## src/hdl/mpa_pkg.sv

```systemverilog
// Shared types and constants for the max pooling with argmax unit.
package mpa_pkg;

  localparam int unsigned VAL_W  = 16;  // Q8.8 element
  localparam int unsigned POS_W  = 12;  // row or column position
  localparam int unsigned CHN_W  = 12;  // channel position
  localparam int unsigned SLOT_W = 4;   // line store row slot
  localparam int unsigned DIM_W  = 13;  // clamped sizes and position sums
  localparam int unsigned CIDX_W = 3;
  localparam int unsigned CDAT_W = 11;

  typedef enum logic [CIDX_W-1:0] {
    CFG_EXTENT   = 3'd0,
    CFG_STRIDE   = 3'd1,
    CFG_HEIGHT   = 3'd2,
    CFG_WIDTH    = 3'd3,
    CFG_CHANNELS = 3'd4
  } cfg_idx_e;

  typedef struct packed {
    logic [3:0]  extent;
    logic [3:0]  stride;
    logic [8:0]  height;
    logic [8:0]  width;
    logic [10:0] channels;
  } cfg_t;

  // One window candidate handed from front to back.
  typedef struct packed {
    logic [POS_W-1:0]  r0;
    logic [POS_W-1:0]  c0;
    logic [CHN_W-1:0]  ch;
    logic [SLOT_W-1:0] slot;
    logic              done;
  } win_t;

endpackage

```

## src/hdl/mpa_queue.sv

```systemverilog
// Two-entry queue of window candidates between front and back.
module mpa_queue (
  input  logic             clk_i,
  input  logic             rst_ni,
  input  logic             push_i,
  input  mpa_pkg::win_t    data_i,
  output logic             full_o,
  input  logic             pop_i,
  output logic             empty_o,
  output mpa_pkg::win_t    data_o
);

  mpa_pkg::win_t entry_q [2];
  logic       wptr_q, rptr_q;
  logic [1:0] count_q;

  always_ff @(posedge clk_i or negedge rst_ni) begin
    if (!rst_ni) begin
      wptr_q  <= 1'b0;
      rptr_q  <= 1'b0;
      count_q <= 2'd0;
    end else begin
      if (push_i) wptr_q <= ~wptr_q;
      if (pop_i)  rptr_q <= ~rptr_q;
      count_q <= count_q + 2'(push_i) - 2'(pop_i);
    end
  end

  always_ff @(posedge clk_i) begin
    if (push_i) entry_q[wptr_q] <= data_i;
  end

  assign full_o  = (count_q == 2'd2);
  assign empty_o = (count_q == 2'd0);
  assign data_o  = entry_q[rptr_q];

endmodule

```

## config.mk

```make
export PLATFORM = sky130hd
export DESIGN_NAME = mpa_queue
export DESIGN_NICKNAME = d
export VERILOG_FILES = /design/src/hdl/mpa_pkg.sv /design/src/hdl/mpa_queue.sv
export SDC_FILE = /design/constraint.sdc
export NUM_CORES = 1
export LEC_CHECK = 0
export BUFFER_PORTS_ARGS = -buffer_cell sky130_fd_sc_hd__clkbuf_2
export CELL_PAD_IN_SITES_DETAIL_PLACEMENT = 0
export CELL_PAD_IN_SITES_GLOBAL_PLACEMENT = 1
export CORE_MARGIN = 4
export CORE_UTILIZATION = 48
export DETAILED_ROUTE_END_ITERATION = 7
export HOLD_SLACK_MARGIN = 0.15
export PLACE_DENSITY = 0.88
export SYNTH_ARGS = -nofsm -noshare
export SYNTH_HDL_FRONTEND = slang
export SYNTH_SLANG_ARGS = --single-unit
```

## constraint.sdc

```tcl
create_clock -name clk_i -period 6.2 [get_ports clk_i]
set_clock_uncertainty 0.15 [all_clocks]
set_input_delay 0.62 -clock clk_i [delete_from_list [all_inputs] [get_ports clk_i]]
set_output_delay 0.62 -clock clk_i [all_outputs]
set_load 0.005 [all_outputs]
```

==> impl_summary.log <==
INFO  metric fmax = 364.9 MHz
INFO  metric clk-insertion-delay-late = 0.33 ns
INFO  metric dp_worst_slack = 3.798 ns
INFO  metric clkTransAtPathRegs = 0.08 ns
INFO  metric hold_path_startpoint = data_i[25]
INFO  metric globalRouteOverflowTotal = 0
INFO  metric netSwitchingFraction = 0.2613
INFO  metric synth_most_common_cell = sky130_fd_sc_hd__edfxtp_1
INFO  metric timing.critical_path.to_type = primary output
INFO  metric count_of_flip_flops_with_a_built_in_enable_after_synthesis = 82
INFO  metric pwr-share-seq = 0.485
INFO  metric die_x = 91.65 um
INFO  metric synth_largest_type_area_fraction = 0.7332
INFO  metric hold-path-endpoint = entry_q[0][25]
INFO  metric path_buf_inv = 2
INFO  metric area.growth.synth_to_final = 19.67%
INFO  metric switching_power = 0.4438 mW
INFO  metric regToRegStartpoint = wptr_q
INFO  metric drt_iter0_drc = 50
INFO  metric globalplace.congestion = 0.6583
INFO  metric combPwrFrac = 0.310
INFO  metric core_area = 0.006794 sq mm
INFO  metric cp_cell_sequence = buf_4 > mux2_2 > clkbuf_2
INFO  metric track_usage = 0.1253
INFO  metric yosys_register_bits = 86
INFO  metric post_syn_nets = 190
INFO  metric cts_root_buffer = sky130_fd_sc_hd__clkbuf_8
INFO  metric die_height = 91.65 um
INFO  metric detail_route.wirelength = 5166 um
INFO  metric dr.pass1.iters = 4
INFO  metric final_layout_size_suffix_gt1_frac = 0.5892
INFO  metric std_cell_rows = 30
INFO  metric netlist.top_cell.by_area = sky130_fd_sc_hd__edfxtp_1
INFO  metric fin_tns_setup = 0 ns
INFO  metric irDropWorstVdd = 0.2773 mV
INFO  metric share_of_flip_flops_with_an_asynchronous_set_or_reset_after_synthesis = 0.04651
INFO  metric finalHoldViolCount = 0
INFO  metric n_fill_cell = 502
INFO  metric floorplan.initialDensity = 0.4943
INFO  metric regToRegEndpoint = entry_q[0][0]
INFO  metric routed_wire_length_per_instance = 15.33 um
INFO  metric antenna_found_initial = 0
INFO  metric timing.critical_path.slowest_cell_delay = 0.57 ns
INFO  metric ant_nets = 0
INFO  metric final-max-slew-violation-count = 0
INFO  metric yosys-top-cells-area = sky130_fd_sc_hd__edfxtp_1 73%, sky130_fd_sc_hd__mux2_4 17%, sky130_fd_sc_hd__dfrtp_1 3.0%
INFO  metric worstSetupStartpointType = register
INFO  metric detailed_place_hpwl = 3433 um
INFO  metric final_area = 0.004019 sq mm
INFO  metric timing.final.setup_violations = 0
INFO  metric synthTopCellsByCount = 82 x sky130_fd_sc_hd__edfxtp_1, 39 x sky130_fd_sc_hd__mux2_4, 4 x sky130_fd_sc_hd__buf_12, 4 x sky130_fd_sc_hd__dfrtp_1
INFO  metric worstPathRequired = 5.43 ns
INFO  metric max_slew_margin = 0.2218
INFO  metric first_global_vias = 1579
INFO  metric diodes_inserted = 0
INFO  metric setup.worst_path.class = register to primary output
INFO  metric seq_area_frac_synth = 0.7630
INFO  metric worst_slack = 3.460 ns
INFO  metric finalHoldWorstSlack = 0.3213 ns
INFO  metric synth_cell_types = 13
INFO  metric numClockSinks = 86
INFO  metric final_net_count = 285
INFO  metric final_period_minus_worst_setup_slack = 2.740 ns
INFO  metric tightest_pin_transition = 1.165 ns
INFO  metric min_path_type = input port to register
INFO  metric synth_area_per_cell = 23.48 sq um
INFO  metric worstPathArrival = 1.97 ns
INFO  metric internal_power = 1.255 mW
INFO  metric numPortBuffers = 87
INFO  metric drv.max_cap_violation_count = 0
INFO  metric yosysWarnings = 0
INFO  metric cts_inserted_buffers = 9
INFO  metric status = completed
INFO  metric synth_area = 0.003358 sq mm
INFO  metric clock_path_buffers = 2
INFO  metric worstRegToRegCells = 1
INFO  metric leakage = 1.663 nW
INFO  metric final_min_period_over_clock_period = 0.4420
INFO  metric finish.utilization = 0.5915
INFO  metric grt_pass1_wl = 7962 um
INFO  metric grt_setup_unrepaired = false
INFO  metric synthesis.instances = 143
INFO  metric ios = 88
INFO  metric cts_tree = done
INFO  metric worstHoldPathCells = 1
INFO  metric family_with_the_most_delay_on_the_worst_path = buffers and inverters
INFO  metric h-tree-depth = 3
INFO  metric p_per_area = 422.6 mW/mm^2
INFO  metric register_to_register_setup_slack = 4.30 ns
INFO  metric share_clk_of_total_power = 0.205
INFO  metric vias = 1587
INFO  metric synth_flop_cell = sky130_fd_sc_hd__edfxtp_1
INFO  metric post-route-drc-count = 0
INFO  metric grt_max_degree = 42
INFO  metric crit_path_top_delay_cell = sky130_fd_sc_hd__buf_4
INFO  metric die_area = 0.008399 sq mm
INFO  metric avgViaCountPerCell = 4.709
INFO  metric critical_path_peak_fanout = 33
INFO  metric total_cell_area_at_the_placement_stage = 0.003840 sq mm
-- power groups by stage --
stage          Clock, mW  Combinational (mW)  Sequential [mW]
3_5_place_dp           0               0.535            0.840
2_1_floorplan          0               0.422            0.814
6_report           0.348               0.526            0.824
4_1_cts            0.355               0.538            0.826
3_3_place_gp           0               0.533            0.831
5_1_grt            0.382               0.571            0.836
-- layer usage --
layer | part of all wire | global-route usage | vias to the layer above
met4 | 0.0075 | 0.04899 | 0
met2 | 0.47 | 0.1893 | 68
li1 | - | - | 745
met3 | 0.080 | 0.04348 | 4
met1 | 0.44 | 0.1670 | 770
met5 | 0 | 0 | -
-- sequential cells by signal, summed over array words and instances, names as in the netlist --
signal	flops
count_q	2
entry_q	82
rptr_q	1
wptr_q	1
-- layout by cell type, fill, tap and decap left out --
cell type	count
sky130_fd_sc_hd__mux2_4	39
sky130_fd_sc_hd__inv_1	2
sky130_fd_sc_hd__clkbuf_1	2
sky130_fd_sc_hd__bufinv_16	1
sky130_fd_sc_hd__xor2_1	2
sky130_fd_sc_hd__dfrtp_2	1
sky130_fd_sc_hd__dfrtp_1	3
sky130_fd_sc_hd__nor2_1	1
sky130_fd_sc_hd__clkinv_1	2
sky130_fd_sc_hd__dlygate4sd3_1	1
sky130_fd_sc_hd__nor2b_4	1
sky130_fd_sc_hd__and2_2	1
sky130_fd_sc_hd__nor2b_1	1
sky130_fd_sc_hd__xor3_1	1
sky130_fd_sc_hd__edfxtp_1	82
sky130_fd_sc_hd__ha_1	2
sky130_fd_sc_hd__clkbuf_8	9
sky130_fd_sc_hd__buf_4	1
sky130_fd_sc_hd__clkbuf_2	87
sky130_fd_sc_hd__mux2_2	2
-- per-stage QoR --
step	std cells	power (mW)
after floorplan	143	1.237
after global placement	322	1.364
after detailed placement	322	1.374
after CTS	337	1.719
after global routing	337	1.790
final	337	1.698
-- area by class of cell --
type / instances / area [sq um] / share of cell area
multi-input cells: 50 / 705.7 / 0.1756
repair buffers: 89 / 452.9 / 0.1127
well taps: 96 / 120.1 / 0.02989
clock buffers: 11 / 131.4 / 0.03269
inverters: 2 / 7.507 / 0.001868
clock inverters: 3 / 37.54 / 0.009340
flip-flops and latches: 86 / 2564 / 0.6379
-- logic make-up (layout without fill, tap and decap cells) --
group | Yosys count | in the layout | share of synthesized area
buf+inv | 7 | 105 | 0.02944
mux | 41 | 41 | 0.1811
fa+ha+maj | 2 | 2 | 0.007450
xor+xnor | 3 | 3 | 0.01230
simple gates | 4 | 4 | 0.006706
flops | 86 | 86 | 0.7630
-- repair_timing --
item                                    in CTS  in global routing
endpoints found under the hold margin        4                  0
resized for setup                            0                  0
endpoints found under the setup margin       0                  0
hold buffers                                 1                  0
buffers inserted                             0                  0
-- how the worst max path moves through the flow --
stage | to | from | cells past startpoint | slack (ns)
global route | data_o[0] | rptr_q | 3 | 3.35
CTS | data_o[40] | rptr_q | 3 | 3.42
floorplan | entry_q[0][0] | push_i | 1 | 3.15
finish | data_o[40] | rptr_q | 3 | 3.46
detailed placement | data_o[0] | rptr_q | 3 | 3.80
global placement | data_o[40] | rptr_q | 3 | 3.81
No activity file was read; power rests on OpenSTA's default activity.
