$ cat src/hdl/mpa_pkg.sv
// Shared types and constants for the max pooling with argmax unit.
package mpa_pkg;

  localparam int unsigned VAL_W  = 16;  // Q8.8 element
  localparam int unsigned POS_W  = 12;  // row or column position
  localparam int unsigned CHN_W  = 12;  // channel position
  localparam int unsigned SLOT_W = 4;   // line store row slot
  localparam int unsigned DIM_W  = 13;  // clamped sizes and position sums
  localparam int unsigned CIDX_W = 3;
  localparam int unsigned CDAT_W = 11;

  typedef enum logic [CIDX_W-1:0] {
    CFG_EXTENT   = 3'd0,
    CFG_STRIDE   = 3'd1,
    CFG_HEIGHT   = 3'd2,
    CFG_WIDTH    = 3'd3,
    CFG_CHANNELS = 3'd4
  } cfg_idx_e;

  typedef struct packed {
    logic [3:0]  extent;
    logic [3:0]  stride;
    logic [8:0]  height;
    logic [8:0]  width;
    logic [10:0] channels;
  } cfg_t;

  // One window candidate handed from front to back.
  typedef struct packed {
    logic [POS_W-1:0]  r0;
    logic [POS_W-1:0]  c0;
    logic [CHN_W-1:0]  ch;
    logic [SLOT_W-1:0] slot;
    logic              done;
  } win_t;

endpackage

$ cat src/hdl/mpa_back.sv
// Back part: checks stride alignment, scans the window, holds the result.
module mpa_back #(
  parameter int unsigned MAX_EXTENT = 8,
  parameter int unsigned MAX_WIDTH  = 256,
  parameter int unsigned AW         = 11
) (
  input  logic                      clk_i,
  input  logic                      rst_ni,
  input  mpa_pkg::cfg_t             cfg_i,
  input  logic                      q_empty_i,
  input  mpa_pkg::win_t             q_entry_i,
  output logic                      q_pop_o,
  output logic [AW-1:0]             ram_raddr_o,
  input  logic [mpa_pkg::VAL_W-1:0] ram_rdata_i,
  output logic                      job_done_o,
  output logic                      out_valid_o,
  input  logic                      out_ready_i,
  output logic [mpa_pkg::VAL_W-1:0] max_o,
  output logic [mpa_pkg::CHN_W-1:0] ch_o,
  output logic [mpa_pkg::POS_W-1:0] orow_o,
  output logic [mpa_pkg::POS_W-1:0] ocol_o,
  output logic [mpa_pkg::POS_W-1:0] arow_o,
  output logic [mpa_pkg::POS_W-1:0] acol_o,
  output logic                      done_o
);

  localparam int unsigned PW = mpa_pkg::POS_W;

  typedef enum logic [2:0] {S_IDLE, S_DIV, S_SCAN, S_DRAIN, S_OUT} state_e;

  state_e state_q;
  mpa_pkg::win_t job_q;
  logic [PW-1:0] numr_q, numc_q, quor_q, quoc_q;
  logic [4:0]    remr_q, remc_q, remr_s, remc_s, remr_d, remc_d;
  logic [$clog2(PW)-1:0] step_q;
  logic [3:0]    i_q, j_q;
  logic [mpa_pkg::SLOT_W-1:0] slot_q;
  logic          rv_q, first_q;
  logic [PW-1:0] rrow_q, rcol_q;
  logic [mpa_pkg::VAL_W-1:0] best_q;
  logic [PW-1:0] brow_q, bcol_q;
  logic          last_ij, rdiv_bit, cdiv_bit;
  logic [3:0]    em1;

  always_comb begin
    em1     = cfg_i.extent - 4'd1;
    remr_s  = {remr_q[3:0], numr_q[PW-1]};
    remc_s  = {remc_q[3:0], numc_q[PW-1]};
    rdiv_bit = (remr_s >= 5'(cfg_i.stride));
    cdiv_bit = (remc_s >= 5'(cfg_i.stride));
    remr_d  = rdiv_bit ? remr_s - 5'(cfg_i.stride) : remr_s;
    remc_d  = cdiv_bit ? remc_s - 5'(cfg_i.stride) : remc_s;
    last_ij = (i_q == em1) && (j_q == em1);
  end

  assign ram_raddr_o = AW'(32'(slot_q) * MAX_WIDTH + 32'(job_q.c0 + PW'(j_q)));
  assign q_pop_o     = (state_q == S_IDLE) && !q_empty_i;

  always_ff @(posedge clk_i or negedge rst_ni) begin
    if (!rst_ni) begin
      state_q    <= S_IDLE;
      job_done_o <= 1'b0;
      rv_q       <= 1'b0;
      step_q     <= '0;
    end else begin
      job_done_o <= 1'b0;
      rv_q       <= (state_q == S_SCAN);
      unique case (state_q)
        S_IDLE: begin
          if (!q_empty_i) begin
            state_q <= S_DIV;
            step_q  <= '0;
          end
        end
        S_DIV: begin
          step_q <= step_q + 1'b1;
          if (32'(step_q) == PW - 1) begin
            if (remr_d == '0 && remc_d == '0) begin
              state_q <= S_SCAN;
            end else begin
              state_q    <= S_IDLE;
              job_done_o <= 1'b1;
            end
          end
        end
        S_SCAN: begin
          if (last_ij) state_q <= S_DRAIN;
        end
        S_DRAIN: state_q <= S_OUT;
        S_OUT: begin
          if (out_ready_i) begin
            state_q    <= S_IDLE;
            job_done_o <= 1'b1;
          end
        end
        default: state_q <= S_IDLE;
      endcase
    end
  end

  // Datapath: divider shift registers, scan counters, running maximum.
  always_ff @(posedge clk_i) begin
    if (q_pop_o) begin
      job_q  <= q_entry_i;
      numr_q <= q_entry_i.r0;
      numc_q <= q_entry_i.c0;
      remr_q <= '0;
      remc_q <= '0;
      quor_q <= '0;
      quoc_q <= '0;
    end
    if (state_q == S_DIV) begin
      numr_q <= numr_q << 1;
      numc_q <= numc_q << 1;
      remr_q <= remr_d;
      remc_q <= remc_d;
      quor_q <= {quor_q[PW-2:0], rdiv_bit};
      quoc_q <= {quoc_q[PW-2:0], cdiv_bit};
      i_q     <= '0;
      j_q     <= '0;
      slot_q  <= job_q.slot;
      first_q <= 1'b1;
    end
    if (state_q == S_SCAN) begin
      rrow_q <= job_q.r0 + PW'(i_q);
      rcol_q <= job_q.c0 + PW'(j_q);
      if (j_q == em1) begin
        j_q    <= '0;
        i_q    <= i_q + 1'b1;
        slot_q <= (32'(slot_q) == MAX_EXTENT - 1) ? '0 : slot_q + 1'b1;
      end else begin
        j_q <= j_q + 1'b1;
      end
    end
    // Replace only on strictly greater: ties keep the first in raster order.
    if (rv_q) begin
      first_q <= 1'b0;
      if (first_q || ($signed(ram_rdata_i) > $signed(best_q))) begin
        best_q <= ram_rdata_i;
        brow_q <= rrow_q;
        bcol_q <= rcol_q;
      end
    end
  end

  assign out_valid_o = (state_q == S_OUT);
  assign max_o  = best_q;
  assign ch_o   = job_q.ch;
  assign orow_o = quor_q;
  assign ocol_o = quoc_q;
  assign arow_o = brow_q;
  assign acol_o = bcol_q;
  assign done_o = job_q.done;

endmodule

$ cat config.mk
export PLATFORM = sky130hd
export DESIGN_NAME = mpa_back
export DESIGN_NICKNAME = d
export VERILOG_FILES = /design/src/hdl/mpa_pkg.sv /design/src/hdl/mpa_back.sv
export SDC_FILE = /design/constraint.sdc
export NUM_CORES = 1
export LEC_CHECK = 0
export BUFFER_PORTS_ARGS = -buffer_cell sky130_fd_sc_hd__buf_2
export CAP_MARGIN = 20
export CELL_PAD_IN_SITES_DETAIL_PLACEMENT = 1
export CELL_PAD_IN_SITES_GLOBAL_PLACEMENT = 1
export CORE_ASPECT_RATIO = 0.7
export CORE_MARGIN = 2
export CORE_UTILIZATION = 40
export CTS_BUF_LIST = sky130_fd_sc_hd__clkbuf_4
export DETAILED_ROUTE_END_ITERATION = 7
export GPL_TIMING_DRIVEN = 1
export PLACE_DENSITY_LB_ADDON = 0.1
export RECOVER_POWER = 50
export REMOVE_ABC_BUFFERS = 1
export SETUP_SLACK_MARGIN = 0.2
export SYNTH_ARGS = -nofsm -noshare
export SYNTH_HDL_FRONTEND = slang
export SYNTH_SLANG_ARGS = --single-unit
$ cat constraint.sdc
create_clock -name clk_i -period 5 [get_ports clk_i]
set_input_delay 0.25 -clock clk_i [delete_from_list [all_inputs] [get_ports clk_i]]
set_output_delay 0.25 -clock clk_i [all_outputs]
set_load 0.02 [all_outputs]
==> metrics.md, run 1 <==
| Metric | Value |
|---|---|
| Num CTS Buffers | `17` |
| CP endpoint | `remr_q[3]` |
| Area contributors post-synth | `edfxtp_1 (61%), ha_1 (6.1%), dfrtp_1 (2.8%)` |
| Largest net degree at the start of global routing | `just under 70` |
| CTS H-tree lvls | `4` |
| Routability cong. | `just under 0.8` |
| Die footprint | `approximately 0.021 mm^2` |
| I/O Buffers | `159` |
| Die width | `174 um` |
| Final ANT Viol Nets | `0` |
| Core area | `0.0198 mm^2` |
| Status | `finished, violations left` |
| Top-area cell type share of the netlist area | `between 60 and 70%` |
| Root buffer cell | `clkbuf_4` |
| Commonest non-fill, non-tap cells in the layout | `edfxtp_1 (163), clkbuf_1 (122), dlygate4sd3_1 (59), nor2_1 (46), inv_1 (40)` |
| Total setup buffers inserted after CTS | `0` |
| Worst setup SP type | `register` |
| Count of final setup violators | `0` |
| Reg2reg path depth | `4` |
| Worst Hold Class | `input port to asynchronous set/reset pin` |
| Layout cells sized above 1 | `under 10%` |
| Worst-path fanout max | `56` |
| PD cells | `roughly 460 mW/mm^2` |
| Asr flop ratio synth | `around 4.9%` |
| Post-DP HPWL | `12500 um` |
| Syn Area/Cell | `~14 um^2` |
| Reg2Reg Setup Slack | `about 1500 ps` |
| Initial DRC Count | `~320` |
| Io pins | `189` |
| Post-Synthesis Cell Area | `0.00806 mm^2` |
| Mapped Cells | `582` |
| Drt drc | `0` |
| Global-route wire length before repair | `slightly below 30000 um` |
| Final Cell Area | `approximately 0.01 mm^2` |
| Synth Flop Type | `edfxtp_1` |
| Max-Cap Viols | `1` |
| Final hold viol count | `0` |
| Fin crit share | `69.4%` |
| Critical path arrival | `around 3900 ps` |
| Gr usage total | `approximately 18%` |
| WL per Instance | `between 15 and 20 um` |
| Clk buf depth | `2` |
| Netlist cell types | `55` |
| Area Overhead vs Synth | `22.3%` |
| Synth Register Bits | `183` |
| Via count of the first global-routing pass | `between 5000 and 6000` |
| Post-route setup slack | `between 1500 and 2000 ps` |
| Antenna Cells | `0` |
| Worst Tran Pin Value | `roughly 2400 ps` |
| Vias per cell | `a little under 5` |
| First-pass DRT Iterations | `4` |
| Finished Layout Cells | `around 1100` |
| Clk pin slew, worst setup/hold paths | `~160 ps` |
| Die height | `123 um` |
| FP Rows | `between 40 and 50` |
| Placed Cells | `988` |
| Kind of critical path | `register to register` |
| Placed cell areas | `0.00910 mm^2` |
| Initial Util | `~40%` |
| Post-synth EDFFs | `approximately 160` |
| Nature of the critical path endpoint | `register` |
| RR Startpoint | `state_q[0]` |
| Failing checks | `capacitance limit, slew limit` |
| CTS tree | `done` |
| Congestion Overflow GR | `0` |
| Capturing point of the worst reg2reg path | `remr_q[3]` |
| RSZ-0062 raised after global routing | `no` |
| Hold_buf cts | `59` |
| Post-layout min period | `roughly 3500 ps` |
| Initial antenna violation count | `0` |
| Fin nets | `939` |
| Worst vdd ir | `around 260 uV` |
| DP Worst Slack | `about 2100 ps` |
| Final design utilization | `49.8%` |
| Crit path launch | `state_q[0]` |
| Fillcell total | `2157` |
| Clk_lat worst skew | `590 ps` |
| Slew margin rel. | `-59.1%` |
| Post-synth top area cell | `edfxtp_1` |
| Post-cts resize count | `0` |
| Fmax | `slightly below 300 MHz` |
| Vias post-DR | `around 5300` |
| Yosys warns | `0` |
| Sequential-to-total area share from yosys stat | `66.2%` |
| Routed WL | `about 18000 um` |
| Pins Over Slew Limit | `57` |
| Most common cell after layout, fill and taps aside | `edfxtp_1` |
| Fin Clk Skew | `36.3 ps` |
| CP required | `around 5400 ps` |
| Total leakage power | `around 3.8 nW` |
| CTS sink count | `183` |
through the flow:
stage	total power, mW	hold WS (ps)	setup TNS, ps
after detailed placement	3.75	127	0
final	4.57	150	0
after global routing	4.89	160	0
after floorplan	3.27	-45.6	-71470
after CTS	4.67	5.80	0
after global placement	3.69	121	0
state kept, by name (all words and copies together), names as in the netlist, 12 cells and up:
register / count
rcol_q: 12
acol_o: 12
ocol_o: 12
ch_o: 12
numr_q: 12
arow_o: 12
rrow_q: 12
job_q: 28
numc_q: 12
max_o: 16
orow_o: 12
metal layers:
| layer | GRT usage, % | up-vias | share of wire (%) |
|---|---|---|---|
| met5 | 0 | - | 0 |
| met4 | 4.73 | 0 | 1.2 |
| met3 | 4.12 | 16 | 4.9 |
| met2 | 28.7 | 116 | 47 |
| met1 | 24.1 | 2600 | 47 |
| li1 | - | 2563 | - |
synth_stat cells (all sizes together) (6+ instances only):
| cell | instances |
|---|---|
| a21o | 6 |
| a21oi | 17 |
| a22o | 24 |
| and2 | 23 |
| buf | 15 |
| clkbuf | 12 |
| dfrtp | 9 |
| dfxtp | 11 |
| edfxtp | 163 |
| ha | 39 |
| inv | 41 |
| nand2 | 19 |
| nand3 | 12 |
| nand4 | 11 |
| nor2 | 46 |
| nor2b | 8 |
| nor3 | 7 |
| o21ai | 24 |
| xnor2 | 20 |
| xor2 | 17 |
power by group:
group	switching (mW)	leakage (nW)	internal (mW)
Combinational	0.884	1.80	0.545
Clock	0.586	0.167	0.279
Sequential	0.181	1.79	2.10
worst max-delay path: stages (launching register included):
cell	delay, ps
dfrtp_1	540
nor3b_1	340
clkbuf_1	1740
o221ai_1	380
a31oi_1	290
cells by family after synthesis:
logic type,synth area share (%)
compound gates,7.75
fa+ha+maj,7.05
buf+inv,3.85
flops,66.2
xor+xnor,4.39
simple gates,9.78
mux,0.947
layout make-up:
cell class                      instances  area, um^2  share of cell area, %
Inverter                               41         154                   1.56
Clock buffer                           17         128                   1.29
Tap cell                              270         338                   3.43
Sequential cell                       183        5340                   54.2
Multi-Input combinational cell        331        2420                   24.6
Timing Repair Buffer                  224        1290                   13.1
Clock inverter                         15         184                   1.87
worst min-delay path by stage:
stage	start	depth (start not counted)	endpoint
after CTS	rst_ni	2	state_q[0]
after global routing	rst_ni	2	state_q[0]
final	rst_ni	2	state_q[0]
after global placement	rst_ni	1	job_done_o
after floorplan	rst_ni	0	job_done_o
after detailed placement	rst_ni	1	job_done_o
Note: power is estimated with default switching activity, not from simulation.
==> run 2: changes to the inputs <==
ABC_AREA = 1   (was not set)
clock period = 3.3 ns   (was 5 ns; I/O delays follow)
==> run 2 against run 1 <==
  * The run now ends clean
  * Clock power rose by 58%
  * Cell area is 2.4% higher
  * Power up 67%
  * Final cell count rose by 11%
  * Clock-buffer cell count grew 1
  * Clock skew about the same
  * Wire length grew 4.2%
  * Register-to-register slack got worse by 710 ps
  * Synthesized cell count up 20%
  * Global-route usage increased by 0.066 points
  * Sequential share of layout area is 1.3 points lower
  * First-iteration DRC count grew 12%
  * Critical endpoint is now ram_raddr_o[10]
  * Largest power group unchanged
==> metrics.md, run 2 <==
| Metric | Value |
|---|---|
| Global-route wire length before repair | `30000 um (was 29200 um)` |
| Main combinational cell family by area after synthesis | `simple AND/OR/NAND/NOR gates (unchanged)` |
| Count leader, synth | `edfxtp_1 (unchanged)` |
| Placed cell areas | `0.00930 mm^2 (was 0.00910 mm^2)` |
| Drt drc | `0 (unchanged)` |
| Simple-Gate Fraction of Synth Area | `12.6% (was 9.78%)` |
| Congestion Overflow GR | `0 (unchanged)` |
| PD cells | `755 mW/mm^2 (was 464 mW/mm^2)` |
| Initial DRC Count | `356 (was 319)` |
| Area contributors post-synth | `edfxtp_1 (59%), ha_1 (5.9%), nand2_1 (4.9%) (was edfxtp_1 (61%), ha_1 (6.1%), dfrtp_1 (2.8%))` |
| Largest register FFs | `28 (unchanged)` |
| Routed WL | `18700 um (was 18000 um)` |
| CTS sink count | `183 (unchanged)` |
| Commonest non-fill, non-tap cells in the layout | `edfxtp_1 (163), clkbuf_1 (117), nand2_1 (108), inv_1 (98), nor2_1 (65) (was edfxtp_1 (163), clkbuf_1 (122), dlygate4sd3_1 (59), nor2_1 (46), inv_1 (40))` |
| Num CTS Buffers | `17 (unchanged)` |
| Critical path arrival | `2780 ps (was 3870 ps)` |
| Sequential-to-total area share from yosys stat | `64.9% (was 66.2%)` |
| DP Worst Slack | `653 ps (was 2050 ps)` |
| Post-DP HPWL | `13300 um (was 12500 um)` |
| FP Rows | `43 (unchanged)` |
| Mux cell area share after synthesis | `0% (was 0.947%)` |
| Kind of critical path | `register to output pin (was register to register)` |
| CTS H-tree lvls | `4 (unchanged)` |
| Largest net degree at the start of global routing | `66 (was 68)` |
| Placed Cells | `1109 (was 988)` |
| Final design utilization | `50.5% (was 49.8%)` |
| Yosys warns | `0 (unchanged)` |
| Status | `finished, final reports clean (was finished, violations left)` |
| Fin Hold WS | `104 ps (was 150 ps)` |
| Fin crit share | `89.3%` |
| Slew margin rel. | `5.51% (was -59.1%)` |
| Worst-path fanout max | `3 (was 56)` |
| Die footprint | `0.0218 mm^2 (was 0.0213 mm^2)` |
| Layout cells sized above 1 | `11.3% (was 9.86%)` |
| Post-layout min period | `slightly below 3000 ps` |
| Core area | `0.0200 mm^2 (was 0.0198 mm^2)` |
| Die height | `124 um (was 123 um)` |
| CP bufs+invs | `2 (was 1)` |
| Clk buf depth | `2 (unchanged)` |
| Max-Cap Viols | `0 (was 1)` |
| Storage element area | `0.00534 mm^2 (unchanged)` |
| CP required | `3130 ps (was 5400 ps)` |
| Crit-path max cell delay | `400 ps (was 1740 ps)` |
| Vias per cell | `4.77 (was 4.90)` |
| Count of final setup violators | `0 (unchanged)` |
| Fmax | `339 MHz` |
| Vias post-DR | `5752 (was 5295)` |
| Syn Area/Cell | `11.8 um^2 (was 13.9 um^2)` |
| Crit-path slowest cell | `edfxtp_1 (was clkbuf_1)` |
| Post-synth EDFFs | `163 (unchanged)` |
| Worst Hold Class | `input port to register (was input port to asynchronous set/reset pin)` |
| Final setup TNS | `0 ps (unchanged)` |
| Finished Layout Cells | `1205 (was 1081)` |
| Total leakage power | `4.12 nW (was 3.76 nW)` |
| Die width | `175 um (was 174 um)` |
| Crit path cell chain | `ha_1, inv_1, fa_2, o21ai_2, nand4_1, o21ai_1, a21oi_1, xor2_1, buf_4 (was nor3b_1, clkbuf_1, o221ai_1, a31oi_1)` |
| Final Power | `7.62 mW (was 4.57 mW)` |
| Netlist cell types | `39 (was 55)` |
| Final ANT Viol Nets | `0 (unchanged)` |
| Initial antenna violation count | `0 (unchanged)` |
| Antenna Cells | `0 (unchanged)` |
| Worst vdd ir | `405 uV (was 262 uV)` |
| Mapped Cells | `696 (was 582)` |
| Via count of the first global-routing pass | `5927 (was 5506)` |
| I/O Buffers | `159 (unchanged)` |
| Pins Over Slew Limit | `0 (was 57)` |
| Post-Synthesis Cell Area | `0.00823 mm^2 (was 0.00806 mm^2)` |
| First-pass DRT Iterations | `4 (unchanged)` |
| Most common cell after layout, fill and taps aside | `edfxtp_1 (unchanged)` |
| Nature of the critical path endpoint | `output pin (was register)` |
| Fin nets | `1063 (was 939)` |
| Final Cell Area | `0.0101 mm^2 (was 0.00986 mm^2)` |
| Synth Area in Compound Gates | `6.03% (was 7.74%)` |
| Crit-path leading delay family | `adder cells (was buffers and inverters)` |
| Synth top cells by count | `edfxtp_1 (163), nand2_1 (107), inv_1 (99) (was edfxtp_1 (163), nor2_1 (46), inv_1 (41))` |
| Top reg by flops | `job_q (unchanged)` |
| Post-synth top area cell | `edfxtp_1 (unchanged)` |
| Root buffer cell | `clkbuf_4 (unchanged)` |
| Initial Util | `41.1% (was 40.7%)` |
| Synth Register Bits | `183 (unchanged)` |
| Area taken by multi-input logic gates | `0.00238 mm^2 (was 0.00242 mm^2)` |
| Fillcell total | `2237 (was 2157)` |
| Final hold viol count | `0 (unchanged)` |
| Routability cong. | `0.842 (was 0.785)` |
| Clk_lat worst skew | `580 ps (was 590 ps)` |
| Synth Flop Type | `edfxtp_1 (unchanged)` |
| Post-synthesis xor/xnor area fraction | `3.19% (was 4.39%)` |
| Io pins | `189 (unchanged)` |
| Asr flop ratio synth | `4.92% (unchanged)` |
| Fin Clk Skew | `36.5 ps (was 36.3 ps)` |
| Area Overhead vs Synth | `22.6% (was 22.3%)` |
| Post-route setup slack | `353 ps (was 1530 ps)` |
| CTS tree | `done (unchanged)` |
| RSZ-0062 raised after global routing | `no (unchanged)` |
| Worst Tran Pin Value | `1420 ps (was 2390 ps)` |
| Adder-Cell Fraction of Synth Area | `6.90% (was 7.05%)` |
| Worst setup SP type | `register (unchanged)` |
| Gr usage total | `17.7% (about the same)` |
| WL per Instance | `15.5 um (was 16.6 um)` |
| Top-area cell type share of the netlist area | `59.4% (was 60.7%)` |
| Clk pin slew, worst setup/hold paths | `160 ps (about the same)` |
-- run 2: cell types whose count changed after synthesis, moves of 7 or more --
cell	change
and2_1	-23
o21ai_1	+7
nor2b_1	-8
nand3_1	+19
nand2_1	+88
o21ai_0	-10
nor2_1	+19
clkbuf_1	-10
xnor2_1	-8
inv_1	+58
a21oi_1	+7
-- run 2: layout make-up --
type	count	share of cell area, %
clock inverter	14	1.83
inverter	105	3.90
clock buffer	18	1.34
sequential	183	52.9
timing repair buffer	228	13.1
tap	270	3.35
multi-input combinational	387	23.6
-- run 2: path summary, 6_finish.rpt --
| check | from | end | slack, ps | depth (start not counted) |
|---|---|---|---|---|
| max | j_q[0] | ram_raddr_o[10] | 350 | 9 |
| min | q_empty_i | step_q[2] | 100 | 5 |
| max reg2reg | max_o[5] | arow_o[1] | 820 | 12 |
| min reg2reg | rv_q | first_q | 430 | 1 |
| max in group asynchronous | rst_ni | step_q[0] | 2250 | 3 |
| min in group asynchronous | rst_ni | state_q[0] | 670 | 3 |
-- run 2: kinds of logic (layout without fill, tap and decap cells) --
family / Yosys count / in the layout
buf+inv: 126 / 365
compound gates: 77 / 77
flops: 183 / 183
fa+ha+maj: 43 / 43
simple gates: 237 / 237
xor+xnor: 30 / 30
-- run 2: worst min-delay path, delay by kind of cell --
kind / cells / cell delay (ps)
AND/OR/NAND/NOR: 3 / 270
AO/OA/AOI/OAI: 1 / 70
buffers and inverters: 1 / 120
-- run 2: where the power goes --
part	leakage, nW	switching [mW]	internal (mW)
combinational	2.17	1.78	0.919
sequential	1.78	0.284	3.27
clock	0.171	0.874	0.499
-- run 2: per-layer routing --
layer | wire (um) | global-route usage, % | share of wire [%] | vias up
li1 | - | - | - | 2808
met4 | 193 | 4.29 | 1.0 | 0
met2 | 8700 | 29.3 | 46 | 145
met5 | 0 | 0 | 0 | -
met1 | 8850 | 23.8 | 47 | 2783
met3 | 987 | 4.37 | 5.3 | 16
-- run 2: timing repair --
item	4_1_cts	5_1_grt
endpoints found under the hold margin	91	0
setup endpoints to repair	1	2
resized for setup	0	4
pin swaps	2	3
buffers inserted	2	2
hold buffers	60	0
