`src/hdl/mpa_pkg.sv`:
```
// Shared types and constants for the max pooling with argmax unit.
package mpa_pkg;

  localparam int unsigned VAL_W  = 16;  // Q8.8 element
  localparam int unsigned POS_W  = 12;  // row or column position
  localparam int unsigned CHN_W  = 12;  // channel position
  localparam int unsigned SLOT_W = 4;   // line store row slot
  localparam int unsigned DIM_W  = 13;  // clamped sizes and position sums
  localparam int unsigned CIDX_W = 3;
  localparam int unsigned CDAT_W = 11;

  typedef enum logic [CIDX_W-1:0] {
    CFG_EXTENT   = 3'd0,
    CFG_STRIDE   = 3'd1,
    CFG_HEIGHT   = 3'd2,
    CFG_WIDTH    = 3'd3,
    CFG_CHANNELS = 3'd4
  } cfg_idx_e;

  typedef struct packed {
    logic [3:0]  extent;
    logic [3:0]  stride;
    logic [8:0]  height;
    logic [8:0]  width;
    logic [10:0] channels;
  } cfg_t;

  // One window candidate handed from front to back.
  typedef struct packed {
    logic [POS_W-1:0]  r0;
    logic [POS_W-1:0]  c0;
    logic [CHN_W-1:0]  ch;
    logic [SLOT_W-1:0] slot;
    logic              done;
  } win_t;

endpackage

```
`src/hdl/mpa_front.sv`:
```
// Front part: takes elements, writes the line store, flags completed windows.
module mpa_front #(
  parameter int unsigned MAX_EXTENT   = 8,
  parameter int unsigned MAX_WIDTH    = 256,
  parameter int unsigned MAX_HEIGHT   = 256,
  parameter int unsigned MAX_CHANNELS = 1024,
  parameter int unsigned AW           = 11
) (
  input  logic                       clk_i,
  input  logic                       rst_ni,
  input  logic                       in_valid_i,
  input  logic [mpa_pkg::VAL_W-1:0]  in_data_i,
  output logic                       in_ready_o,
  input  mpa_pkg::cfg_t              cfg_i,
  input  logic                       q_full_i,
  output logic                       q_push_o,
  output mpa_pkg::win_t              q_entry_o,
  input  logic                       job_done_i,
  output logic                       ram_we_o,
  output logic [AW-1:0]              ram_waddr_o,
  output logic [mpa_pkg::VAL_W-1:0]  ram_wdata_o,
  output logic [2:0]                 inflight_o
);

  localparam int unsigned DW = mpa_pkg::DIM_W;

  logic [mpa_pkg::POS_W-1:0]  col_q, col_d, row_q, row_d, last_col_q;
  logic [mpa_pkg::CHN_W-1:0]  ch_q, ch_d;
  logic [mpa_pkg::SLOT_W-1:0] slot_q, slot_d;
  logic [2:0]                 inflight_q;

  logic [DW-1:0] w, h, c, ext, str, r1, c1, ch1, em1;
  logic          ext_ok, cand, hazard, accept, col_wrap, row_wrap;
  logic [DW-1:0] r_next, ch_next;
  logic          row_step;

  always_comb begin
    w = (cfg_i.width == '0) ? DW'(1) :
        ((DW'(cfg_i.width) > DW'(MAX_WIDTH)) ? DW'(MAX_WIDTH) : DW'(cfg_i.width));
    h = (cfg_i.height == '0) ? DW'(1) :
        ((DW'(cfg_i.height) > DW'(MAX_HEIGHT)) ? DW'(MAX_HEIGHT) : DW'(cfg_i.height));
    c = (cfg_i.channels == '0) ? DW'(1) :
        ((DW'(cfg_i.channels) > DW'(MAX_CHANNELS)) ? DW'(MAX_CHANNELS)
                                                    : DW'(cfg_i.channels));
    ext = DW'(cfg_i.extent);
    str = DW'(cfg_i.stride);
    r1  = DW'(row_q) + DW'(1);
    c1  = DW'(col_q) + DW'(1);
    ch1 = DW'(ch_q) + DW'(1);
    em1 = ext - DW'(1);
    ext_ok = (ext != '0) && (ext <= DW'(MAX_EXTENT)) && (str != '0);
    cand   = ext_ok && (r1 >= ext) && (c1 >= ext) && (r1 <= h) && (c1 <= w);

    // Hold off while a window is pending and the writer has wrapped back over it.
    hazard   = (inflight_q != 3'd0) && (col_q <= last_col_q);
    accept   = in_valid_i && !q_full_i && !hazard;

    q_entry_o.r0   = mpa_pkg::POS_W'(r1 - ext);
    q_entry_o.c0   = mpa_pkg::POS_W'(c1 - ext);
    q_entry_o.ch   = ch_q;
    q_entry_o.slot = (DW'(slot_q) >= em1) ? mpa_pkg::SLOT_W'(DW'(slot_q) - em1)
                   : mpa_pkg::SLOT_W'(DW'(slot_q) + DW'(MAX_EXTENT) - em1);
    q_entry_o.done = (ch1 == c) && (r1 + str > h) && (c1 + str > w);

    // Advance positions.
    col_wrap = (c1 >= w);
    row_wrap = col_wrap && (r1 >= h);
    row_step = col_wrap && !row_wrap;
    col_d    = col_wrap ? '0 : mpa_pkg::POS_W'(c1);
    r_next   = row_wrap ? '0 : (row_step ? r1 : DW'(row_q));
    ch_next  = row_wrap ? ch1 : DW'(ch_q);
    if (r_next >= h) r_next = '0;
    if (ch_next >= c) ch_next = '0;
    row_d = mpa_pkg::POS_W'(r_next);
    ch_d  = mpa_pkg::CHN_W'(ch_next);
    if (r_next == '0) begin
      slot_d = '0;
    end else if (row_step) begin
      slot_d = (DW'(slot_q) == DW'(MAX_EXTENT - 1)) ? '0 : slot_q + 1'b1;
    end else begin
      slot_d = slot_q;
    end
  end

  always_ff @(posedge clk_i or negedge rst_ni) begin
    if (!rst_ni) begin
      col_q      <= '0;
      row_q      <= '0;
      ch_q       <= '0;
      slot_q     <= '0;
      last_col_q <= '0;
      inflight_q <= '0;
    end else begin
      if (accept) begin
        col_q  <= col_d;
        row_q  <= row_d;
        ch_q   <= ch_d;
        slot_q <= slot_d;
        if (cand) last_col_q <= col_q;
      end
      inflight_q <= inflight_q + 3'(accept && cand) - 3'(job_done_i);
    end
  end

  assign in_ready_o  = !q_full_i && !hazard;
  assign q_push_o    = accept && cand;
  assign ram_we_o    = accept;
  assign ram_waddr_o = AW'(32'(slot_q) * MAX_WIDTH + 32'(col_q));
  assign ram_wdata_o = in_data_i;
  assign inflight_o  = inflight_q;

endmodule

```
`config.mk`:
```
export PLATFORM = sky130hd
export DESIGN_NAME = mpa_front
export DESIGN_NICKNAME = d
export VERILOG_FILES = /design/src/hdl/mpa_pkg.sv /design/src/hdl/mpa_front.sv
export SDC_FILE = /design/constraint.sdc
export NUM_CORES = 1
export LEC_CHECK = 0
export ABC_AREA = 1
export ABC_CLOCK_PERIOD_IN_PS = 6200
export BUFFER_PORTS_ARGS = -buffer_cell sky130_fd_sc_hd__buf_4
export CORE_AREA = 8 8 141 143
export CTS_BUF_LIST = sky130_fd_sc_hd__clkbuf_8 sky130_fd_sc_hd__clkbuf_16
export CTS_CLUSTER_SIZE = 10
export DETAILED_ROUTE_END_ITERATION = 12
export DIE_AREA = 0 0 149 151
export PLACE_DENSITY = 0.57
export SYNTH_ARGS = -nofsm -noshare
export SYNTH_HDL_FRONTEND = slang
export SYNTH_SLANG_ARGS = --single-unit
```
`constraint.sdc`:
```
create_clock -name clk_i -period 6.2 [get_ports clk_i]
set_clock_uncertainty 0.15 [all_clocks]
set_input_delay 1.24 -clock clk_i [delete_from_list [all_inputs] [get_ports clk_i]]
set_output_delay 1.24 -clock clk_i [all_outputs]
set_load 0.02 [all_outputs]
```
==> key figures, run 1 <==
CTS
  • Cts hold-fix bufs: 0
  • Clock latency on the worst-skew pair: about 0.3 ns
  • Clk slew on worst S/H paths: 0.08 ns
  • CTS Buf Count: 5
  • H-tree Lvls: 2
  • Longest Clk Path Bufs: 2
  • Clock root buffer: clkbuf_16
  • TritonCTS clock tree: built
  • Sinks on Clock Net: 55
  • # Post-CTS Setup Buffers: 0

Final layout
  • Most common cell after layout, fill and taps aside: nand2_1
  • Share of layout cells above drive strength 1: 16.3%
  • Area Overhead vs Synth: 14.2%
  • Final #Nets: ~1,200
  • N_diodes: 0
  • Commonest non-fill, non-tap cells in the layout: 216 x nand2_1, 137 x inv_1, 107 x buf_4, 97 x ha_1, 69 x nor2_1
  • Fin area: approximately 7900 µm²

Global route
  • Initial antenna violation count: 0
  • Met2 Usage GRT: 30.3%
  • Grt ovf: 0
  • GR peak layer: met2
  • GRT Util Overall: 16.9%
  • Largest net degree at the start of global routing: 56
  • First-pass GRT wire length: between 30,000 and 40,000 µm
  • Met1 usage: 20.5%
  • Number of global-route vias before repair: 6,271
  • Met3 Resource Use GR: 3.05%

Pwr
  • Cell leakage power: 0.00417 µW
  • Total power per unit cell area: 552 nW/µm²
  • Maximum ir drop on the vdd rail: between 0.2 and 0.3 mV

Yosys
  • Yosys warning total: 0
  • Fraction of registers with async set/reset: between 90% and 100%
  • Seq/Total Area, Yosys: 19.8%
  • Register bit total from synthesis: 55
  • Top FF cell, synth: dfrtp_1
  • Syn Area/Cell: 7.09 µm²
  • Library cells used by synthesis: 48
  • Post-Syn Instances: 981
  • Post-synth EDFFs: 0
  • Mapped Nets: roughly 1,100
  • Synth Cell Area: 6960 µm²

Routing
  • Routed length per placed instance: 14.7 µm
  • Via count of the routed design: 6,350
  • Final ANT Viol Nets: 0
  • Drt total wl: approximately 19,000 µm
  • Residual DRC count: 0
  • Vias per cell: 4.93
  • Drt first-iter violations: 258
  • DRT Pass-1 Iters: 5

Worst setup path
  • Top cell by count, worst path: nand2_1
  • Highest net fanout along the worst path: 12
  • Worst EP required: 6.29 ns
  • Crit. End Element: flip-flop
  • Worst path slowest cell: nor2_2
  • Crit path DAT: 5.65 ns
  • Crit-path max cell delay: about 0.35 ns
  • CP top delay family: simple AND/OR/NAND/NOR gates
  • Setup CP Type: input pin to flip-flop
  • CP startpoint kind: input pin
  • Worst Path Buf+Inv: 2

Placement
  • Placer Congestion: 0.865
  • DP HPWL: around 16,000 µm
  • Placed Area: 7780 µm²
  • Port-buffer cells: a little under 100

STA
  • Final hold viol count: 0
  • TNS Setup: 0 ns
  • Post-layout min period: ~5.6 ns
  • Max Fclk: 180 MHz
  • Worst Tran Pin Value: 0.732 ns
  • Final setup viols: 0
  • RSZ-0062 raised after global routing: no
  • Slew margin rel.: a little over 50%
  • Period utilization: between 80% and 90%
  • Max-slew violations: 0

Outcome
  • Status: finished clean

Floorplan
  • Die Width: 149 µm
  • Core Area: 17,700 µm²
  • Boundary Pins: 132
  • Die area: 22,500 µm²
  • Die height: ~150 µm
  • Starting Density: 39.4%
  • Row count: 49

Hold path
  • Hold WC Path Type: flip-flop to flip-flop

Flow run
  • Max-cap violations: 0
power breakdown:
part | internal, µW | leakage, µW | switching, µW
registers | 470 | 0.000733 | 160
clock network | 155 | 0.0000723 | 147
logic | 1310 | 0.00337 | 2140
cells in the mapped netlist, types with 2 or more instances:
library cell  count  area share, %
nor2_2            7           0.63
o211ai_1          4           0.43
a21oi_1          40            2.9
buf_4            29            3.1
nor3_1           21            1.5
ha_1             97             17
nor3_2            2           0.29
nand2_1         216             12
a31oi_1           3           0.27
inv_2             6           0.32
nand4_1          24            2.2
o21ai_2           8            1.0
o22ai_1           6           0.54
dfrtp_1          55             20
buf_2             2           0.14
nand3_1          58            4.2
nor2_1           69            3.7
o21ai_1          12           0.86
nand2_2          15            1.3
inv_1           137            7.4
fa_1              9            2.6
or2_2             5           0.45
buf_6             2           0.32
nor2_4            5           0.81
xor2_2            2           0.47
xor2_1           56            7.1
o21a_1            2           0.22
nand3_2           5           0.72
nor4_1            2           0.18
o21ai_0          48            3.5
clkbuf_1          4           0.22
o21bai_1          3           0.32
xnor2_1          12            1.5
logic make-up after synthesis:
kind of cell	share of synthesized area, %
XOR/XNOR	9.03
buffers and inverters	11.6
AO/OA/AOI/OAI	11.2
flip-flops	19.8
adder cells (fa/ha/maj)	20.0
multiplexers	0.144
AND/OR/NAND/NOR	28.2
stage by stage:
step	hold WS, ns	power (µW)	util [%]	cells	worst slack (ns)
after detailed placement	0.318	4100	44.1	1280	0.237
final	0.333	4390	45.0	1288	0.637
after global routing	0.354	4860	45.0	1288	0.0483
after floorplan	0.305	3070	-	981	1.19
after CTS	0.337	4420	44.9	1288	0.549
after global placement	0.318	4090	44.1	1280	0.355
layout make-up:
class | instances | area, µm²
Clock buffer | 5 | 125
Clock inverter | 3 | 27.5
Fill cell | 1863 | 9710
Inverter | 144 | 541
Multi-Input combinational cell | 745 | 4790
Sequential cell | 55 | 1380
Tap cell | 229 | 287
Timing Repair Buffer | 107 | 803
worst min-delay path: cells and delay by family (launching register included):
family | cells | cell delay (ns)
AOI/OAI and AO/OA | 1 | 0.05
DFF | 1 | 0.34
and+or+nand+nor | 1 | 0.06
routing by layer:
metal	share of wire, %	up-vias
met5	0	-
met4	2.2	0
met3	3.6	20
met2	49	117
met1	45	2874
li1	-	3339
state kept, by name, indices dropped and copies added (netlist names):
| name | flops |
|---|---|
| inflight_o | 3 |
| slot_q | 4 |
| ch_q | 12 |
| col_q | 12 |
| last_col_q | 12 |
| row_q | 12 |
final timing paths:
kind	from	end	slack [ns]	cells after the start
setup / recovery	cfg_i[15]	slot_q[1]	0.64	36
hold / removal	last_col_q[7]	last_col_q[7]	0.33	2
setup reg to reg	row_q[0]	ch_q[2]	0.77	27
hold reg to reg	last_col_q[7]	last_col_q[7]	0.33	2
max in group asynchronous	rst_ni	slot_q[0]	4.57	1
min in group asynchronous	rst_ni	last_col_q[6]	0.83	1
timing repair:
item / in CTS / in global routing
endpoints found under the setup margin: 0 / 11
resized for setup: 0 / 2
hold endpoints to repair: 0 / 0
Power figures use the tool's default switching activity.
==> inputs of run 2 (changes only) <==
==> constraint.sdc (replaced) <==
create_clock -name clk_i -period 6.2 [get_ports clk_i]
set_clock_uncertainty 0.15 [all_clocks]
set_input_delay 0.31 -clock clk_i [delete_from_list [all_inputs] [get_ports clk_i]]
set_output_delay 0.31 -clock clk_i [all_outputs]
set_load 0.02 [all_outputs]
==> run 2 against run 1 <==
  * Combinational power is essentially flat
  * Critical path type is now flip-flop to flip-flop
  * Critical path depth shrank 11
  * Register-to-register slack gained 0.05 ns
  * Die area is the same
  * Power grew 0.20%
  * Clock-buffer cell count is the same
  * Worst setup slack gained 0.18 ns
  * First-iteration DRC count grew 32%
  * Sequential power shrank 0.8%
  * Utilization is essentially flat
  * Flip-flop and latch count is the same
==> key figures, run 2 (synthesis results as in run 1) <==
Worst setup path
  • Crit. End Element: flip-flop
  • Setup CP Type: flip-flop to flip-flop
  • CP startpoint kind: flip-flop
  • Worst EP required: 6.26 ns (-0.03 ns)
  • Crit path DAT: 5.44 ns (-0.21 ns)
  • Highest net fanout along the worst path: 22 (+10)

Floorplan
  • Core Area: 17,700 µm² (unchanged)
  • Row count: 49 (unchanged)
  • Boundary Pins: 132 (unchanged)
  • Die area: 22,500 µm² (unchanged)
  • Die Width: 149 µm (unchanged)
  • Die height: 151 µm (unchanged)
  • Starting Density: 39.4% (unchanged)

Global route
  • Number of global-route vias before repair: 6,268 (-0.048%)
  • Largest net degree at the start of global routing: 56 (unchanged)
  • Grt ovf: 0 (unchanged)
  • GRT Util Overall: 17.4% (+0.43 points)
  • First-pass GRT wire length: 31,400 µm (+1.4%)
  • Initial antenna violation count: 0 (unchanged)

CTS
  • Sinks on Clock Net: 55 (unchanged)
  • # Post-CTS Setup Buffers: 0 (unchanged)
  • TritonCTS clock tree: built
  • CTS Buf Count: 5 (unchanged)
  • Longest Clk Path Bufs: 2 (unchanged)
  • Clk slew on worst S/H paths: 0.07 ns (about the same)
  • Clock root buffer: clkbuf_16
  • H-tree Lvls: 2 (unchanged)
  • Clock latency on the worst-skew pair: 0.30 ns (about the same)

Routing
  • Routed length per placed instance: 14.8 µm (+1.1%)
  • DRT Pass-1 Iters: 5 (unchanged)
  • Drt total wl: 19,100 µm (+1.1%)
  • Vias per cell: 4.96 (+0.69%)
  • Final ANT Viol Nets: 0 (unchanged)
  • Residual DRC count: 0 (unchanged)
  • Via count of the routed design: 6,394 (+0.69%)
  • Drt first-iter violations: 341 (+32%)

STA
  • Max Fclk: 186 MHz (+3.4%)
  • TNS Setup: 0 ns (unchanged)
  • Post-layout min period: 5.38 ns (-0.184 ns)
  • Final setup viols: 0 (unchanged)
  • Slew margin rel.: 51.1% (-0.14 points)
  • Final hold viol count: 0 (unchanged)
  • Max-slew violations: 0 (unchanged)
  • Period utilization: 86.8% (-3.0 points)
  • RSZ-0062 raised after global routing: no
  • Worst setup margin: 0.821 ns (+0.184 ns)
  • Worst Tran Pin Value: 0.734 ns (+0.00204 ns)

Final layout
  • Final #Nets: 1,222 (unchanged)
  • N_diodes: 0 (unchanged)
  • Share of layout cells above drive strength 1: 16.1% (-0.28 points)
  • Commonest non-fill, non-tap cells in the layout: 216 x nand2_1, 138 x inv_1, 106 x buf_4, 97 x ha_1, 69 x nor2_1
  • Most common cell after layout, fill and taps aside: nand2_1
  • Area Overhead vs Synth: 14.3% (about the same)
  • Post-layout util: 45.0% (about the same)

Pwr
  • Part of the power in registers: 14.2% (about the same)
  • Total power: 4400 µW (+0.20%)
  • Clock power frac: 7.3% (+0.4 points)
  • Cell leakage power: 0.00418 µW (+0.17%)
  • Switching Share: 55.5% (-0.31 points)
  • Pint: 1960 µW (+0.90%)
  • Comb power frac: 78.4% (-0.4 points)
  • Psw: 2440 µW (-0.35%)
  • Maximum ir drop on the vdd rail: 0.272 mV (-1.9%)
  • Total power per unit cell area: 553 nW/µm² (+0.12%)

Flow run
  • Max-cap violations: 0 (unchanged)

Placement
  • Setup Slack @ Placement: 0.863 ns (+0.626 ns)
  • DP HPWL: 16,200 µm (+1.5%)
  • Port-buffer cells: 99 (unchanged)
  • Placer Congestion: 0.877 (+1.4%)

Hold path
  • Hold WC Path Type: input pin to flip-flop

Outcome
  • Status: finished clean
-- run 2: path summary, 6_finish.rpt --
path                            endpoint           from  cells after the start  slack [ns]
min reg2reg                last_col_q[6]  last_col_q[6]                      2        0.33
min in group asynchronous  last_col_q[8]         rst_ni                      2        0.45
max                              ch_q[2]       col_q[0]                     25        0.82
max reg2reg                      ch_q[2]       col_q[0]                     25        0.82
min                        inflight_o[0]     job_done_i                      4        0.33
max in group asynchronous        ch_q[2]         rst_ni                      2        4.94
-- run 2: through the flow --
stage               instance area [µm²]  std cells  hold WS (ns)
finish                             7950       1288         0.333
global route                       7950       1288         0.332
CTS                                7950       1288         0.328
detailed placement                 7770       1279         0.283
global placement                   7770       1279         0.260
floorplan                          6960        981        -0.136
-- run 2: power by group through the flow --
stage,Combinational [µW],Sequential [µW],Clock (µW)
3_3_place_gp,3470,633,0
6_report,3450,625,323
2_1_floorplan,2440,634,0
3_5_place_dp,3480,630,0
4_1_cts,3490,627,333
5_1_grt,3880,648,345
-- run 2: final cells by class --
type	count	area [µm²]
fillers	1866	9710
multi-input cells	745	4770
flip-flops and latches	55	1380
repair buffers	107	806
inverters	144	541
well taps	229	287
clock buffers	5	125
clock inverters	3	42.5
-- run 2: per-layer routing --
metal  track usage [%]  vias to the layer above  wire length, µm
met5                 0                        -                0
met4              3.89                        0              227
met3              3.05                       17              827
met2              30.5                      130             9340
met1              21.7                     2907             8710
li1                  -                     3340                -
-- run 2: critical path, stage by stage, from the launching register on --
cell and delay [ns]:
dfrtp_1 0.46, ha_1 0.22, nand2_1 0.08, nor2_2 0.26
nand3_1 0.13, xor2_1 0.46, ha_1 0.34, a21oi_1 0.15
o21ai_0 0.09, a21oi_1 0.26, nand3_2 0.31, nand2_2 0.42
nand2_1 0.09, o21ai_0 0.08, inv_1 0.08, ha_1 0.31
a21oi_1 0.14, o21ai_0 0.09, o21ai_0 0.15, nand4_1 0.11
a221oi_1 0.24, o21ai_1 0.10, nor2_1 0.19, buf_4 0.21
nand3_1 0.07, o21ai_0 0.08
-- run 2: repair_timing --
action                                 4_1_cts  5_1_grt
endpoints found under the hold margin       55        0
resized for setup                            0        0
hold buffers                                 1        0
==> inputs of run 3 (changes only) <==
--- a/config.mk
+++ b/config.mk
@@ -8,12 +8,13 @@
 export ABC_AREA = 1
 export ABC_CLOCK_PERIOD_IN_PS = 6200
 export BUFFER_PORTS_ARGS = -buffer_cell sky130_fd_sc_hd__buf_4
-export CORE_AREA = 8 8 141 143
+export CORE_AREA = 8 8 157 159
 export CTS_BUF_LIST = sky130_fd_sc_hd__clkbuf_8 sky130_fd_sc_hd__clkbuf_16
 export CTS_CLUSTER_SIZE = 10
 export DETAILED_ROUTE_END_ITERATION = 12
-export DIE_AREA = 0 0 149 151
-export PLACE_DENSITY = 0.57
+export DIE_AREA = 0 0 165 167
+export PLACE_DENSITY = 0.47
+export SKIP_CTS_REPAIR_TIMING = 1
 export SYNTH_ARGS = -nofsm -noshare
 export SYNTH_HDL_FRONTEND = slang
 export SYNTH_SLANG_ARGS = --single-unit
==> run 3 against run 2 <==
  * Power up 0.29%
  * Critical path depth up 7
  * Largest power group unchanged
  * Die area up 22%
==> key figures, run 3 (synthesis results as in run 1) <==
Final layout
  • Final #Nets: 1,221 (-0.082%)
  • Most common cell after layout, fill and taps aside: nand2_1
  • Cell Count, Final, Fillers Out: 1,343 (+4.3%)
  • Area Overhead vs Synth: 15.0%
  • N_diodes: 0 (unchanged)
  • Commonest non-fill, non-tap cells in the layout: 216 x nand2_1, 137 x inv_1, 105 x buf_4, 97 x ha_1, 69 x nor2_1
  • Share of layout cells above drive strength 1: 16.1% (about the same)

Global route
  • Initial antenna violation count: 0 (unchanged)
  • Largest net degree at the start of global routing: 56 (unchanged)
  • Grt ovf: 0 (unchanged)
  • Met1 usage: 21.0% (-0.79 points)
  • Met3 Resource Use GR: 2.14% (-0.90 points)
  • GRT Util Overall: 14.9% (-2.5 points)
  • First-pass GRT wire length: 33,200 µm (+5.5%)
  • GR peak layer: met2
  • Met2 Usage GRT: 24.0% (-6.4 points)
  • Number of global-route vias before repair: 6,258 (-0.16%)

Worst setup path
  • End of the worst register-to-register path: slot_q[2]
  • Worst Reg-to-Reg Cells: 32 (+28%)
  • Worst EP required: 6.29 ns (+0.03 ns)
  • Critical path depth: 32 (+28%)
  • Crit. End Element: flip-flop
  • Crit-path max cell delay: 0.49 ns (+0.03 ns)
  • Worst path slowest cell: dfrtp_1
  • Highest net fanout along the worst path: 12 (-45%)
  • Setup CP Type: flip-flop to flip-flop
  • Top cell by count, worst path: nand2_1
  • Worst Setup SP: col_q[0]
  • R2R Setup Slk: 0.85 ns (+0.03 ns)
  • End point of the critical path: slot_q[2]
  • CP startpoint kind: flip-flop
  • Worst Path Buf+Inv: 0 (-2)
  • Reg-to-reg critical path startpoint: col_q[0]
  • Crit path DAT: 5.45 ns (about the same)
  • CP top delay family: simple AND/OR/NAND/NOR gates

STA
  • Final hold viol count: 0 (unchanged)
  • Max Fclk: 187 MHz (+0.47%)
  • Final setup viols: 0 (unchanged)
  • Worst Tran Pin Value: 0.812 ns (+0.0775 ns)
  • RSZ-0062 raised after global routing: no
  • TNS Setup: 0 ns (unchanged)
  • Period utilization: 86.4% (-0.40 points)
  • Post-layout min period: 5.35 ns (-0.0250 ns)
  • Max-slew violations: 0 (unchanged)
  • Slew margin rel.: 45.8% (-5.2 points)

Pwr
  • Total power per unit cell area: 551 nW/µm² (-0.32%)
  • Switching Share: 56.6% (+1.1 points)
  • Pint: 1910 µW (-2.1%)
  • Part of the power in registers: 14.2% (about the same)
  • Cell leakage power: 0.00417 µW (-0.31%)
  • Comb power frac: 79.0% (+0.6 points)
  • Maximum ir drop on the vdd rail: 0.315 mV (+16%)
  • Clock power frac: 6.8% (-0.5 points)
  • Psw: 2500 µW (+2.2%)
  • Total power: 4410 µW (+0.29%)

Placement
  • DP HPWL: 16,900 µm (+4.5%)
  • Placer Congestion: 0.816 (-6.9%)
  • Port-buffer cells: 99 (unchanged)
  • # placed instances: 1,334 (+4.3%)

Outcome
  • Status: finished clean

CTS
  • CTS Buf Count: 5 (unchanged)
  • Clock latency on the worst-skew pair: 0.30 ns (about the same)
  • Sinks on Clock Net: 55 (unchanged)
  • Clock root buffer: clkbuf_16
  • Longest Clk Path Bufs: 2 (unchanged)
  • TritonCTS clock tree: built
  • Clk slew on worst S/H paths: 0.08 ns (about the same)
  • H-tree Lvls: 2 (unchanged)

Floorplan
  • Die area: 27,600 µm² (+22%)
  • Die Width: 165 µm (+11%)
  • Die height: 167 µm (+11%)
  • Starting Density: 31.3% (-8.1 points)
  • Core Area: 22,200 µm² (+26%)
  • Boundary Pins: 132 (unchanged)
  • Row count: 55 (+12%)

Routing
  • Routed length per placed instance: 15.2 µm (+2.2%)
  • Final ANT Viol Nets: 0 (unchanged)
  • Via count of the routed design: 6,349 (-0.70%)
  • Drt total wl: 20,400 µm (+6.6%)
  • DRT Pass-1 Iters: 5 (unchanged)
  • Drt first-iter violations: 246 (-28%)
  • Residual DRC count: 0 (unchanged)
  • Vias per cell: 4.73 (-4.8%)

Hold path
  • Hold WC Path Type: input pin to flip-flop

Flow run
  • Max-cap violations: 0 (unchanged)
[run 3: cell count changes in the layout (fill, tap and decap cells not counted), sizes merged]
cell / delta
buf: -1
bufinv: -1
clkinv: +1
clkinvlp: +1
inv: -1
[run 3: worst register-to-register path: cells and delay by family, from the launching register on]
family	cells	cell delay (ns)
flip-flops	1	0.49
AND/OR/NAND/NOR	24	2.70
adder cells (fa/ha/maj)	3	0.88
XOR/XNOR	1	0.44
AO/OA/AOI/OAI	4	0.63
[run 3: per-stage QoR]
| stage | hold WS [ns] | utilization [%] | area [µm²] | setup WS, ns |
|---|---|---|---|---|
| after global placement | 0.275 | 35.3 | 7840 | 0.896 |
| after detailed placement | 0.296 | 35.3 | 7840 | 0.785 |
| after floorplan | -0.136 | - | 6960 | 1.74 |
| after global routing | 0.337 | 36.0 | 8000 | 0.0605 |
| final | 0.329 | 36.0 | 8000 | 0.846 |
| after CTS | -0.0446 | 35.9 | 7990 | 0.738 |
[run 3: power groups by stage]
| stage | clock network [µW] | logic (µW) | registers, µW |
|---|---|---|---|
| 3_3_place_gp | 0 | 3510 | 637 |
| 5_1_grt | 328 | 3940 | 650 |
| 2_1_floorplan | 0 | 2440 | 634 |
| 3_5_place_dp | 0 | 3510 | 636 |
| 6_report | 299 | 3490 | 627 |
| 4_1_cts | 313 | 3530 | 630 |
[run 3: final cells by class]
type	instances	area [µm²]
Inverter	144	541
Timing Repair Buffer	106	798
Clock buffer	5	125
Fill cell	2423	14200
Multi-Input combinational cell	745	4780
Tap cell	285	357
Clock inverter	3	23.8
Sequential cell	55	1380
[run 3: how the worst min path moves through the flow]
stage / startpoint / end / cells after the start
6_report: job_done_i / inflight_o[1] / 4
5_1_grt: job_done_i / inflight_o[0] / 4
4_1_cts: rst_ni / ch_q[11] / 1
3_5_place_dp: rst_ni / ch_q[11] / 1
3_3_place_gp: rst_ni / slot_q[2] / 1
2_1_floorplan: rst_ni / ch_q[0] / 0
[run 3: layer usage]
| metal | routed length (µm) | up-vias |
|---|---|---|
| li1 | - | 3339 |
| met3 | 713 | 5 |
| met1 | 10100 | 2904 |
| met4 | 75 | 0 |
| met5 | 0 | - |
| met2 | 9430 | 101 |
